===== config.mk =====
export PLATFORM = sky130hd
export DESIGN_NAME = blit_rectangle_clipper
export DESIGN_NICKNAME = d
export VERILOG_FILES = /design/src/brc_pkg.sv /design/src/brc_cfg_regs.sv /design/src/brc_clip_core.sv /design/src/blit_rectangle_clipper.sv
export SDC_FILE = /design/constraint.sdc
export NUM_CORES = 1
export LEC_CHECK = 0
export ABC_AREA = 1
export BUFFER_PORTS_ARGS = -buffer_cell sky130_fd_sc_hd__clkbuf_2
export CORE_MARGIN = 10
export CORE_UTILIZATION = 55
export DETAILED_ROUTE_END_ITERATION = 8
export GPL_ROUTABILITY_DRIVEN = 1
export GPL_TIMING_DRIVEN = 0
export PLACE_DENSITY = 0.72
export SYNTH_ARGS = -nofsm -noshare
export SYNTH_HDL_FRONTEND = slang
export SYNTH_HIERARCHICAL = 1
export SYNTH_SLANG_ARGS = --single-unit
export TNS_END_PERCENT = 100

===== constraint.sdc =====
create_clock -name clk -period 17.9 [get_ports clk]
set_clock_uncertainty 0.05 [all_clocks]
set_input_delay 5.37 -clock clk [delete_from_list [all_inputs] [get_ports clk]]
set_output_delay 5.37 -clock clk [all_outputs]
set_load 0.01 [all_outputs]

===== src/brc_pkg.sv =====
// brc_pkg: shared types and constants for the blit rectangle clipper
// holds the command, settings and result structs; depends on nothing

package brc_pkg;

    // width of the internal signed coordinate arithmetic, covers MAX_DIM up to 4096
    localparam int unsigned CW = 16;

    // field widths fixed by the command and result formats
    localparam int unsigned IN_W  = 12;
    localparam int unsigned REG_W = 11;
    localparam int unsigned POS_W = 10;
    localparam int unsigned LEN_W = 11;
    localparam int unsigned IDX_W = 3;

    // register indexes of the configuration port
    typedef enum logic [IDX_W-1:0] {
        IDX_CLIP_LEFT     = 3'd0,
        IDX_CLIP_TOP      = 3'd1,
        IDX_CLIP_WIDTH    = 3'd2,
        IDX_CLIP_HEIGHT   = 3'd3,
        IDX_SOURCE_WIDTH  = 3'd4,
        IDX_SOURCE_HEIGHT = 3'd5
    } reg_idx_t;

    typedef logic signed [CW-1:0] coord_t;

    // one blit command as captured at the input register
    typedef struct packed {
        logic                    whole_source;
        logic signed [IN_W-1:0]  rect_x;
        logic signed [IN_W-1:0]  rect_y;
        logic signed [IN_W-1:0]  rect_w;
        logic signed [IN_W-1:0]  rect_h;
        logic signed [IN_W-1:0]  dest_x;
        logic signed [IN_W-1:0]  dest_y;
    } cmd_t;

    // saturated surface and clip bounds handed from the register file to the core
    typedef struct packed {
        coord_t src_w;
        coord_t src_h;
        coord_t clip_l;
        coord_t clip_t;
        coord_t clip_r;
        coord_t clip_b;
    } bounds_t;

    // one clipped copy rectangle
    typedef struct packed {
        logic             ok;
        logic [POS_W-1:0] src_x;
        logic [POS_W-1:0] src_y;
        logic [POS_W-1:0] dst_x;
        logic [POS_W-1:0] dst_y;
        logic [LEN_W-1:0] width;
        logic [LEN_W-1:0] height;
    } rect_t;

endpackage


===== src/brc_cfg_regs.sv =====
// brc_cfg_regs: clip and source surface registers with their saturation
// depends on brc_pkg for the register indexes and the bounds struct

module brc_cfg_regs
    import brc_pkg::*;
#(
    parameter int MAX_DIM = 1024
)
(
    input  logic             clk,
    input  logic             rst_n,
    input  logic             wr_en,
    input  logic [IDX_W-1:0] wr_index,
    input  logic [REG_W-1:0] wr_data,
    output bounds_t          bounds
);

    localparam coord_t MAX_C = CW'(MAX_DIM);

    logic [REG_W-1:0] clip_left_reg;
    logic [REG_W-1:0] clip_top_reg;
    logic [REG_W-1:0] clip_width_reg;
    logic [REG_W-1:0] clip_height_reg;
    logic [REG_W-1:0] source_width_reg;
    logic [REG_W-1:0] source_height_reg;

    coord_t clip_r_sum;
    coord_t clip_b_sum;

    function automatic coord_t sat_dim(input logic [REG_W-1:0] v);
        coord_t x;
        x = coord_t'({{(CW-REG_W){1'b0}}, v});
        return (x > MAX_C) ? MAX_C : x;
    endfunction

    // register writes, unknown indexes are dropped
    always_ff @(posedge clk or negedge rst_n)
    begin
        if (!rst_n)
        begin
            clip_left_reg     <= REG_W'(0);
            clip_top_reg      <= REG_W'(0);
            clip_width_reg    <= REG_W'(1024);
            clip_height_reg   <= REG_W'(1024);
            source_width_reg  <= REG_W'(1024);
            source_height_reg <= REG_W'(1024);
        end
        else if (wr_en)
        begin
            case (wr_index)
                IDX_CLIP_LEFT:     clip_left_reg     <= wr_data;
                IDX_CLIP_TOP:      clip_top_reg      <= wr_data;
                IDX_CLIP_WIDTH:    clip_width_reg    <= wr_data;
                IDX_CLIP_HEIGHT:   clip_height_reg   <= wr_data;
                IDX_SOURCE_WIDTH:  source_width_reg  <= wr_data;
                IDX_SOURCE_HEIGHT: source_height_reg <= wr_data;
                default:           ;
            endcase
        end
    end

    // source size saturated, clip edges limited to the destination surface
    always_comb
    begin
        bounds.src_w  = sat_dim(source_width_reg);
        bounds.src_h  = sat_dim(source_height_reg);
        bounds.clip_l = sat_dim(clip_left_reg);
        bounds.clip_t = sat_dim(clip_top_reg);
        clip_r_sum    = bounds.clip_l + coord_t'({{(CW-REG_W){1'b0}}, clip_width_reg});
        clip_b_sum    = bounds.clip_t + coord_t'({{(CW-REG_W){1'b0}}, clip_height_reg});
        bounds.clip_r = (clip_r_sum > MAX_C) ? MAX_C : clip_r_sum;
        bounds.clip_b = (clip_b_sum > MAX_C) ? MAX_C : clip_b_sum;
    end

endmodule


===== src/brc_clip_core.sv =====
// brc_clip_core: single pass clipping of one command against source and clip bounds
// depends on brc_pkg for the command, bounds and result structs

module brc_clip_core
    import brc_pkg::*;
(
    input  cmd_t    cmd,
    input  bounds_t bounds,
    output rect_t   rect
);

    typedef struct packed {
        coord_t org;
        coord_t dst;
        coord_t len;
        logic   empty_src;
        logic   empty_dst;
    } axis_t;

    axis_t ax_x;
    axis_t ax_y;

    function automatic coord_t sext(input logic signed [IN_W-1:0] v);
        return coord_t'(v);
    endfunction

    // trim one axis to the source extent, then to the clip span
    function automatic axis_t clip_axis(input coord_t org_in, input coord_t len_in,
                                        input coord_t dst_in, input coord_t src_ext,
                                        input coord_t lo, input coord_t hi);
        axis_t  a;
        coord_t org;
        coord_t len;
        coord_t dst;
        coord_t far;
        org = org_in;
        len = len_in;
        dst = dst_in;
        // negative source origin pushes the destination along
        if (org < 0)
        begin
            len = len + org;
            dst = dst - org;
            org = '0;
        end
        if (org + len > src_ext)
            len = src_ext - org;
        a.empty_src = (len <= 0);
        // clip span, left or top cuts move the source origin
        far = dst + len;
        if (dst < lo)
        begin
            org = org + (lo - dst);
            len = len - (lo - dst);
            dst = lo;
        end
        if (far > hi)
            len = len - (far - hi);
        a.empty_dst = (len <= 0);
        a.org = org;
        a.dst = dst;
        a.len = len;
        return a;
    endfunction

    // both axes side by side
    always_comb
    begin
        if (cmd.whole_source)
        begin
            ax_x = clip_axis('0, bounds.src_w, sext(cmd.dest_x), bounds.src_w,
                             bounds.clip_l, bounds.clip_r);
            ax_y = clip_axis('0, bounds.src_h, sext(cmd.dest_y), bounds.src_h,
                             bounds.clip_t, bounds.clip_b);
        end
        else
        begin
            ax_x = clip_axis(sext(cmd.rect_x), sext(cmd.rect_w), sext(cmd.dest_x),
                             bounds.src_w, bounds.clip_l, bounds.clip_r);
            ax_y = clip_axis(sext(cmd.rect_y), sext(cmd.rect_h), sext(cmd.dest_y),
                             bounds.src_h, bounds.clip_t, bounds.clip_b);
        end
    end

    // empty rectangle gives an all zero result
    always_comb
    begin
        rect = '0;
        if (!(ax_x.empty_src || ax_y.empty_src || ax_x.empty_dst || ax_y.empty_dst))
        begin
            rect.ok     = 1'b1;
            rect.src_x  = ax_x.org[POS_W-1:0];
            rect.src_y  = ax_y.org[POS_W-1:0];
            rect.dst_x  = ax_x.dst[POS_W-1:0];
            rect.dst_y  = ax_y.dst[POS_W-1:0];
            rect.width  = ax_x.len[LEN_W-1:0];
            rect.height = ax_y.len[LEN_W-1:0];
        end
    end

endmodule


===== src/blit_rectangle_clipper.sv =====
// blit_rectangle_clipper: top level, input register, clipping core and result register
// depends on brc_pkg, brc_cfg_regs and brc_clip_core
//
// usage
//   commands: a request is taken at a rising edge with start high and busy low.
//   busy is held low, so a new command may be issued in every cycle.
//   configuration: cfg_valid with cfg_index and cfg_data writes one register;
//   cfg_ready is always high. write only while no command is in flight.
//   results: done pulses for one cycle with valid_res and the clipped rectangle.
//   a taken command is held in the input register, clipped, and captured in the
//   result register, which drives done; one result per cycle is sustained.
//   the single clipping pass sits between these two registers.
//   the receiver cannot stall: done marks each result for exactly one cycle.
//   reset clears the pipeline valid flags and loads clip 0,0,1024,1024 and a
//   1024 by 1024 source surface.

module blit_rectangle_clipper
    import brc_pkg::*;
#(
    parameter int MAX_DIM = 1024
)
(
    input  logic                    clk,
    input  logic                    rst_n,
    // command request
    input  logic                    start,
    output logic                    busy,
    input  logic                    whole_source,
    input  logic signed [IN_W-1:0]  rect_x,
    input  logic signed [IN_W-1:0]  rect_y,
    input  logic signed [IN_W-1:0]  rect_w,
    input  logic signed [IN_W-1:0]  rect_h,
    input  logic signed [IN_W-1:0]  dest_x,
    input  logic signed [IN_W-1:0]  dest_y,
    // configuration writes
    input  logic                    cfg_valid,
    output logic                    cfg_ready,
    input  logic [IDX_W-1:0]        cfg_index,
    input  logic [REG_W-1:0]        cfg_data,
    // result
    output logic                    done,
    output logic                    valid_res,
    output logic [POS_W-1:0]        out_src_x,
    output logic [POS_W-1:0]        out_src_y,
    output logic [POS_W-1:0]        out_dest_x,
    output logic [POS_W-1:0]        out_dest_y,
    output logic [LEN_W-1:0]        out_width,
    output logic [LEN_W-1:0]        out_height
);

    logic    cmd_valid_reg;
    cmd_t    cmd_reg;
    logic    done_reg;
    rect_t   rect_reg;
    rect_t   rect_next;
    bounds_t bounds;
    logic    accept;

    assign busy      = 1'b0;
    assign cfg_ready = 1'b1;
    assign accept    = start && !busy;

    // configuration registers
    brc_cfg_regs #(
        .MAX_DIM (MAX_DIM)
    ) u_cfg (
        .clk      (clk),
        .rst_n    (rst_n),
        .wr_en    (cfg_valid && cfg_ready),
        .wr_index (cfg_index),
        .wr_data  (cfg_data),
        .bounds   (bounds)
    );

    // input register valid flag
    always_ff @(posedge clk or negedge rst_n)
    begin
        if (!rst_n)
            cmd_valid_reg <= 1'b0;
        else
            cmd_valid_reg <= accept;
    end

    // input register payload
    always_ff @(posedge clk)
    begin
        if (accept)
        begin
            cmd_reg.whole_source <= whole_source;
            cmd_reg.rect_x       <= rect_x;
            cmd_reg.rect_y       <= rect_y;
            cmd_reg.rect_w       <= rect_w;
            cmd_reg.rect_h       <= rect_h;
            cmd_reg.dest_x       <= dest_x;
            cmd_reg.dest_y       <= dest_y;
        end
    end

    // clipping pass
    brc_clip_core u_core (
        .cmd    (cmd_reg),
        .bounds (bounds),
        .rect   (rect_next)
    );

    // result register strobe
    always_ff @(posedge clk or negedge rst_n)
    begin
        if (!rst_n)
            done_reg <= 1'b0;
        else
            done_reg <= cmd_valid_reg;
    end

    // result register payload
    always_ff @(posedge clk)
    begin
        if (cmd_valid_reg)
            rect_reg <= rect_next;
    end

    assign done       = done_reg;
    assign valid_res  = rect_reg.ok;
    assign out_src_x  = rect_reg.src_x;
    assign out_src_y  = rect_reg.src_y;
    assign out_dest_x = rect_reg.dst_x;
    assign out_dest_y = rect_reg.dst_y;
    assign out_width  = rect_reg.width;
    assign out_height = rect_reg.height;

    // every accepted request gives a result once it has passed the input and result registers
    a_latency: assert property (@(posedge clk) disable iff (!rst_n)
        accept |=> ##1 done)
        else $error("accepted request gave no result");

    // no result without a request in flight
    a_no_spurious: assert property (@(posedge clk) disable iff (!rst_n)
        done |-> $past(cmd_valid_reg))
        else $error("result without request");

    // an empty rectangle reports all fields zero
    a_empty_zero: assert property (@(posedge clk) disable iff (!rst_n)
        (done && !valid_res) |-> (out_src_x == '0 && out_src_y == '0 &&
            out_dest_x == '0 && out_dest_y == '0 && out_width == '0 && out_height == '0))
        else $error("empty result with non-zero fields");

    // a valid rectangle has a non-zero size
    a_valid_size: assert property (@(posedge clk) disable iff (!rst_n)
        (done && valid_res) |-> (out_width != '0 && out_height != '0))
        else $error("valid result with zero size");

endmodule


[After elaboration in Yosys (flattened, before gate mapping)]
Index checks and enable logic that the tools add are counted.
Storage, ports and cells
  latch bits: 0
  word-level logic and storage cells: 146
  flip-flop bits (word level): 204
  memories: 0
  output and inout bits: 66
  bits in read-only memories: 0
  bits in writable memories: 0
Operators by class
  add/sub/neg operators: 32
  $mul: 0
  div/mod/pow operators: 0
  bitwise logic cells: 0
  shifts and indexed selects: 0
  reduce and logical (&&, ||, !) cells: 10
  eq/ne operators: 5
  magnitude comparators: 26
  mux-type cells: 51
Operator list (count)
  two-way mux 16 bit: 40
  subtractor 16 bit: 10
  <= comparator 16 x 1 -> 1 bit, second input constant: 8
  two-way mux 44 bit: 2
  adder 16 bit: 4
  greater-than comparator 16 bit: 4
  subtractor 12 x 16 -> 16 bit: 4
  two-way mux 63 bit: 1
  subtractor 12 x 12 -> 13 bit: 4
  greater-than comparator 11 bit, second input constant: 4
  two-way mux 11 bit: 4
  two-way mux 10 bit: 4
  adder 12 x 16 -> 16 bit: 2
  adder 16 x 12 -> 16 bit: 2
  greater-than comparator 16 x 12 -> 1 bit: 2
  greater-than comparator 16 x 12 -> 1 bit, second input constant: 2
  < comparator 16 x 12 -> 1 bit: 2
  subtractor 16 x 13 -> 16 bit: 2
  adder 12 x 12 -> 13 bit: 2
  < comparator 12 x 1 -> 1 bit, second input constant: 2
  < comparator 12 bit: 2
  adder 10 bit: 2
  AND reduction 2 bit: 6
  == test 3 x 2 -> 1 bit, second input constant: 2
  4 further kinds: 7

[Logic depth before layout (Yosys ltp)]
Gate-level depths: netlist (run 1).
  depth in word-level cells: 19
  depth in mapped cells: 72

[Modules after synthesis]
The synthesis (run 1) kept the hierarchy.
By module, submodules not included
  brc_clip_core: cells an instance 3946, instances 1, seq. area each 0.0 um^2, area each 24422.2 um^2
  brc_cfg_regs: cells an instance 670, instances 1, seq. area each 1656.6 um^2, area each 4614.4 um^2
  blit_rectangle_clipper: cells an instance 142, instances 1, seq. area each 4134.0 um^2, area each 4156.5 um^2

[Least setup slack after synthesis (run 1)]
OpenSTA, ideal clock, no wires.
  kind: register to register
  from: register cmd_reg[60] (netlist name)
  to: register rect_reg (netlist bit out_height[5]) (data pin)
  arrival time: 9051 ps
  buffers on the path: 1
  slack: 8664 ps
  data required time: 17715 ps
  clock period less this slack: 9236 ps
  stages on the path, launching flop included: 63
  cells stage by stage: edfxtp_1 > ha_1 > inv_1 > fa_1 > o21ai_0 > inv_1 > fa_1 > o21ai_0 > a21oi_1 > o21bai_1 > nand2_1 > nand2_1 > a21oi_1 > o21ai_0 > a21oi_1 > or2_2 > xor2_1 > ha_1 > [... 27 more ...] > ha_1 > a21oi_1 > o31ai_1 > a21oi_1 > o21ai_0 > or2_2 > nand3_1 > nand3_1 > nand2_1 > nand4_1 > nand2_1 > inv_1 > nor2_1 > nand3_2 > nand2_4 > nand2_8 > buf_12 > nor2_4
Between the ends
  cells in the longest elaborated chain, start to end: 17
RTL lines
  start, declared: line blit_rectangle_clipper.sv:52  | cmd_t cmd_reg;
  parallel branches: the longest is 14 deep, another holds adder 16 bit
  two-way mux 44 bit *: line brc_clip_core.sv:69  | if (cmd.whole_source)
  logical OR 1 bit * (2 in series): line brc_clip_core.sv:89  | if (!(ax_x.empty_src || ax_y.empty_src || ax_x.empty_dst || ax_y.empty_dst))
  end signal, assigned: line blit_rectangle_clipper.sv:119  | rect_reg <= rect_next;
  end, declared: line blit_rectangle_clipper.sv:54  | rect_t rect_reg;
Mark *: on every way between the ends. The select of a mux whose other input is x is not followed.
A chain may end at the register's enable or synchronous reset.

[Worst setup path after layout (run 1)]
  from: register cmd_reg[71] (netlist name)
  to: register rect_reg (netlist bit out_dest_x[9]) (data pin)
Between the ends
  cells in the longest elaborated chain, start to end: 17
RTL lines (line)
  parallel branches: the longest is 14 deep, another holds adder 16 bit
  two-way mux 44 bit *: brc_clip_core.sv:69
  logical OR 1 bit (2 in series): brc_clip_core.sv:89
Marked as above.

==> impl_metrics.csv, run 1 <==
group,metric,value,unit
clocking,tritoncts,"built",
worst_setup_path,cp_slowest_cell,"o21ai_0",
timing,fmax,0.0796,GHz
die,fp.dieH,266,microns
final_layout,area_growth,8.10,%
yosys,yosysWarnings,6,
yosys,yosysTopAreaCell,"ha_1",
timing,finalSetupTns,0,ps
timing,hold_viol_final,0,
die,rows,89,
route,wl_per_cell,20.5,microns
die,io-pin-count,157,
route,drtAntennaViolNets,0,
timing,whs,435,ps
yosys,synth_edf_count,136,
route,viasPerCell,5.77,
grt,grt_antenna_before_repair,0,
outcome,status,"finished, final reports clean",
grt,grt_pass1_vias,30100,
timing,post-route-period-util,70.2,%
timing,slew_headroom,15.7,%
clocking,clk_latency,580,ps
die,core_area,59400,sq um
worst_setup_path,cp-end-kind,"flip-flop",
final_layout,fin_area,35900,sq um
flow_run,cap_violations,0,
placement,portBuffers,154,
worst_setup_path,worstPathMaxFanout,10,
placement,dp_hpwl,100000,microns
grt,grt_max_degree,63,
clocking,cts_buffer_depth,3,
die,die_w,266,microns
timing,rsz0062_at_grt,"no",
timing,slew_violations,0,
worst_setup_path,cp.required,18210,ps
yosys,synthFlopType,"edfxtp_1",
yosys,yosysSeqAreaShare,17.4,%
yosys,avgSynthCellArea,6.98,sq um
worst_setup_path,start_kind,"flip-flop",
worst_hold_path,hold_class,"reg -> reg",
route,vias,33200,
worst_setup_path,worstSetupPathType,"reg -> reg",
placement,place_area,35100,sq um
timing,period_minus_slack,12560,ps
timing,setup_viol,0,
grt,track_usage,32.3,%
worst_setup_path,crit_top_cell,"nand2_1",
yosys,yosysMostFrequentCell,"nand2_1",
grt,grt_overflow,0,
yosys,ys_ff_latch,204,
yosys,synth_cell_type_count,74,
clocking,cts_inserted_buffers,23,
final_layout,drive_gt1_share,8.78,%
die,dieArea,70600,sq um
final_layout,fin_nets,5614,
placement,gp_congestion,1.04,
clocking,cts-root-buf,"clkbuf_16",
die,initial_utilization,55.9,%
final_layout,fillers,5796,
route,wirelength,118000,microns
route,drc,0,
clocking,cts_max_level,1,
route,dr.pass1.iters,6,
yosys,synth_area,33200,sq um
clocking,clk_pin_slew,60,ps
final_layout,largest_register_ffs,73,
clocking,numClockSinks,204,
yosys,synth_common_cells,"nand2_1, inv_1, ha_1",
timing,worst_pin_slew,1260,ps
yosys,syn-instance-count,4758,
grt,grt_pass1_wl,176000,microns
yosys,synthTopCellsByArea,"ha_1, edfxtp_1, nand2_1",
clocking,post_cts_buffers,0,
worst_setup_path,slowest_delay,800,ps
yosys,ys_async_sr_fraction,33.3,%
route,drt_iter0_drc,3916,
clocking,hold_buffers,0,
worst_setup_path,arrival,12870,ps
clocking,post_cts_resized,0,
yosys,synthDominantCellAreaShare,17.8,%
[cells by family after synthesis]
kind of cell | share of synthesized area [%]
muxes | 0.151
DFF | 17.4
AOI/OAI and AO/OA | 17.4
and+or+nand+nor | 24.2
other | 0.0339
adders and majority gates | 22.7
xor gates and xnor gates | 6.54
buffers and inverters | 11.5
[per-stage QoR]
step | cells | utilization (%) | worst slack (ps)
after global placement | 5714 | 59.0 | 5670
final | 5760 | 60.5 | 5340
after floorplan | 4787 | - | 8660
after detailed placement | 5717 | 59.2 | 5600
after global routing | 5759 | 60.5 | 4330
after CTS | 5759 | 60.5 | 5560
[critical path, delay by kind of cell (launching register included)]
family	cells	cell delay (ps)
simple gates	29	4430
compound gates	18	3750
buf+inv	7	1640
fa+ha+maj	5	1610
flops	1	490
xor+xnor	2	320
[layer usage]
metal  vias to the layer above  global-route usage, %  share of wire [%]
met5                         -                      0                  0
met4                         0                   6.62                2.1
li1                      16100                      -                  -
met1                     15400                   48.8                 47
met3                       144                   6.91                 12
met2                      1509                   45.9                 40
[path summary, 6_finish.rpt]
check | startpoint | end | slack, ps | cells after the start
max | cmd_reg[71] | out_dest_x[9] | 5340 | 61
min | u_cfg/clip_left_reg[1] | u_cfg/clip_left_reg[1] | 430 | 2
max reg2reg | cmd_reg[71] | out_dest_x[9] | 5340 | 61
min reg2reg | u_cfg/clip_left_reg[1] | u_cfg/clip_left_reg[1] | 430 | 2
max in group asynchronous | rst_n | u_cfg/clip_width_reg[10] | 12570 | 2
min in group asynchronous | rst_n | u_cfg/clip_top_reg[10] | 4650 | 1
[layout make-up]
type | count | area (sq um) | area share [%]
plain buffers | 113 | 678 | 1.89
well taps | 773 | 967 | 2.70
inverters | 835 | 3140 | 8.74
clock buffers | 36 | 666 | 1.86
diodes | 1 | 2.50 | 0.00697
repair buffers | 157 | 858 | 2.39
flip-flops and latches | 204 | 5790 | 16.1
multi-input cells | 3635 | 23700 | 66.0
clock inverters | 6 | 83.8 | 0.234
[layout by cell type (no fill, tap or decap), types with 35 or more instances in the layout]
master / n
nor3_1: 63
nand3_1: 229
nor2_4: 45
inv_1: 819
fa_1: 82
o21ai_1: 35
dfrtp_1: 63
o21ai_0: 340
clkbuf_1: 62
nand2_1: 948
nor2_1: 278
ha_1: 472
o21bai_1: 56
a21oi_1: 425
xor2_1: 181
xnor2_1: 65
nand4_1: 50
edfxtp_1: 136
clkbuf_2: 152
Power of run 1 is left out: the tool's default activity adds up to more than one toggle a clock period on the data nets, which glitch-free logic cannot reach.
==> inputs of run 2 (changes only) <==
--- a/config.mk
+++ b/config.mk
@@ -5,14 +5,14 @@
 export SDC_FILE = /design/constraint.sdc
 export NUM_CORES = 1
 export LEC_CHECK = 0
-export ABC_AREA = 1
+export ABC_AREA = 0
 export BUFFER_PORTS_ARGS = -buffer_cell sky130_fd_sc_hd__clkbuf_2
 export CORE_MARGIN = 10
 export CORE_UTILIZATION = 55
 export DETAILED_ROUTE_END_ITERATION = 8
 export GPL_ROUTABILITY_DRIVEN = 1
 export GPL_TIMING_DRIVEN = 0
-export PLACE_DENSITY = 0.72
+export PLACE_DENSITY = 0.75
 export SYNTH_ARGS = -nofsm -noshare
 export SYNTH_HDL_FRONTEND = slang
 export SYNTH_HIERARCHICAL = 1
==> constraint.sdc (replaced) <==
create_clock -name clk -period 11.35 [get_ports clk]
set_clock_uncertainty 0.05 [all_clocks]
set_input_delay 3.405 -clock clk [delete_from_list [all_inputs] [get_ports clk]]
set_output_delay 3.405 -clock clk [all_outputs]
set_load 0.01 [all_outputs]
==> impl_metrics.csv, run 2 <==
group,metric,value,unit
route,wirelength,115000,microns
timing,finalWorstSetupSlack,-240,ps
clocking,clk_pin_slew,60,ps
grt,grt_max_degree,68,
timing,rsz0062_at_grt,"yes",
yosys,synth_edf_count,136,
yosys,yosysTopAreaCell,"ha_1",
timing,setup_viol,63,
final_layout,largest_register_ffs,73,
final_layout,final_common_cell,"ha_1",
timing,finalSetupTns,-9530,ps
timing,slew_headroom,2.37,%
final_layout,fin_nets,4820,
yosys,synthFlopType,"edfxtp_1",
yosys,yosysMostFrequentCell,"ha_1",
outcome,status,"finished, violations left",
clocking,clk_latency,580,ps
grt,track_usage,31.7,%
die,fp.dieH,261,microns
timing,whs,449,ps
flow_run,cap_violations,0,
route,drtAntennaViolNets,0,
die,initial_utilization,55.5,%
route,wl_per_cell,23.1,microns
die,dieArea,68200,sq um
yosys,synth_area,32000,sq um
worst_setup_path,worstPathMaxFanout,10,
worst_setup_path,worstSetupPathType,"reg -> reg",
clocking,numClockSinks,204,
worst_setup_path,slowest_delay,470,ps
clocking,tritoncts,"built",
worst_setup_path,cp_slowest_cell,"edfxtp_1",
grt,grt_overflow,0,
clocking,hold_buffers,0,
placement,dpl_worst_slack,-2310,ps
worst_setup_path,rrSetupSlack,-240,ps
yosys,synth_cell_type_count,109,
yosys,avgSynthCellArea,8.30,sq um
clocking,cts_inserted_buffers,22,
route,drt_iter0_drc,3899,
yosys,synthTopCellsByArea,"ha_1, edfxtp_1, a21oi_1",
clocking,cts_max_level,1,
placement,portBuffers,154,
timing,hold_viol_final,0,
placement,gp_congestion,1.07,
clocking,cts-root-buf,"clkbuf_16",
final_layout,final_core_util,64.7,%
yosys,yosysWarnings,6,
die,io-pin-count,157,
die,die_w,261,microns
timing,period_minus_slack,11590,ps
final_layout,area_growth,16.6,%
grt,grt_pass1_vias,28700,
placement,dp_hpwl,91200,microns
route,viasPerCell,6.30,
final_layout,drive_gt1_share,17.6,%
worst_setup_path,arrival,11910,ps
timing,slew_violations,0,
grt,grt_antenna_before_repair,3,
outcome,violations,"negative setup slack",
die,core_area,57600,sq um
route,drc,0,
yosys,synth_common_cells,"ha_1, inv_1, a21oi_1",
clocking,cts_buffer_depth,3,
worst_setup_path,start_kind,"flip-flop",
yosys,syn-instance-count,3852,
final_layout,mostFrequentLayoutCells,"ha_1, inv_1, a21oi_1",
yosys,ys_async_sr_fraction,33.3,%
yosys,synthDominantCellAreaShare,18.5,%
timing,worst_pin_slew,1460,ps
yosys,ys_ff_latch,204,
worst_setup_path,crit_top_cell,"a21o_1",
route,vias,31200,
worst_hold_path,hold_class,"reg -> reg",
yosys,yosysSeqAreaShare,18.1,%
route,dr.pass1.iters,6,
timing,post-route-period-util,102,%
worst_setup_path,cp.required,11670,ps
final_layout,fillers,4802,
die,rows,88,
worst_setup_path,cp-end-kind,"flip-flop",
timing,fmax,0.0863,GHz
grt,grt_pass1_wl,167000,microns
## run 2: cell types whose count changed in the layout (fill, tap and decap cells not counted), sizes merged, moves of 96 or more
cell,delta
o21ai,-199
a21o,+107
buf,+112
xnor2,+132
nand3,-185
inv,-422
mux2,+96
nand2,-749
## run 2: routing by layer
layer	GRT usage [%]	wire length (microns)	up-vias	part of all wire, %
li1	-	-	14400	-
met1	44.9	48100	14800	42
met2	46.3	47300	1774	41
met3	6.78	14200	286	12
met4	12.2	5050	4	4.4
met5	0	32	-	0.028
## run 2: critical path: cells and delay by family (launching register included)
family	cells	cell delay (ps)
compound gates	24	4700
xor+xnor	3	520
fa+ha+maj	5	1210
buf+inv	9	1570
flops	1	470
mux	1	360
simple gates	13	2460
## run 2: path summary, 6_finish.rpt
path                                            start                           to  cells past startpoint
hold / removal             u_cfg/source_height_reg[7]   u_cfg/source_height_reg[7]                      1
min in group asynchronous                       rst_n    u_cfg/source_width_reg[5]                      1
setup / recovery                          cmd_reg[59]                 out_src_x[3]                     55
setup reg to reg                          cmd_reg[59]                 out_src_x[3]                     55
hold reg to reg            u_cfg/source_height_reg[7]   u_cfg/source_height_reg[7]                      1
max in group asynchronous                       rst_n  u_cfg/source_height_reg[10]                      2
## run 2: cell families after synthesis
family	share of synthesized area, %
compound gates	22.4
simple gates	14.9
fa+ha+maj	23.7
buf+inv	6.85
xor+xnor	8.52
flops	18.1
mux	5.51
other cells	0.0352
## run 2: through the flow
stage | instance area, sq um | instances
2_1_floorplan | 32100 | 3881
3_3_place_gp | 33800 | 4800
3_5_place_dp | 33900 | 4802
4_1_cts | 36000 | 4906
5_1_grt | 37300 | 4956
6_report | 37300 | 4958
## run 2: what timing repair did
action | CTS | global route
cloned | 0 | 3
endpoints found under the hold margin | 0 | 0
endpoints found under the setup margin | 63 | 63
gates resized for setup | 189 | 190
pin swaps | 48 | 106
buffers inserted | 68 | 48
## run 2: final cells by class
class	count	area, sq um	area share [%]
antenna	2	5.00	0.0134
buffer	121	738	1.98
clock buffer	29	597	1.60
clock inverter	11	119	0.319
inverter	415	1570	4.20
multi-input combinational	3136	25700	68.9
sequential	204	5790	15.5
tap	765	957	2.57
timing repair buffer	275	1810	4.85
Power of run 2 is left out for the same reason.
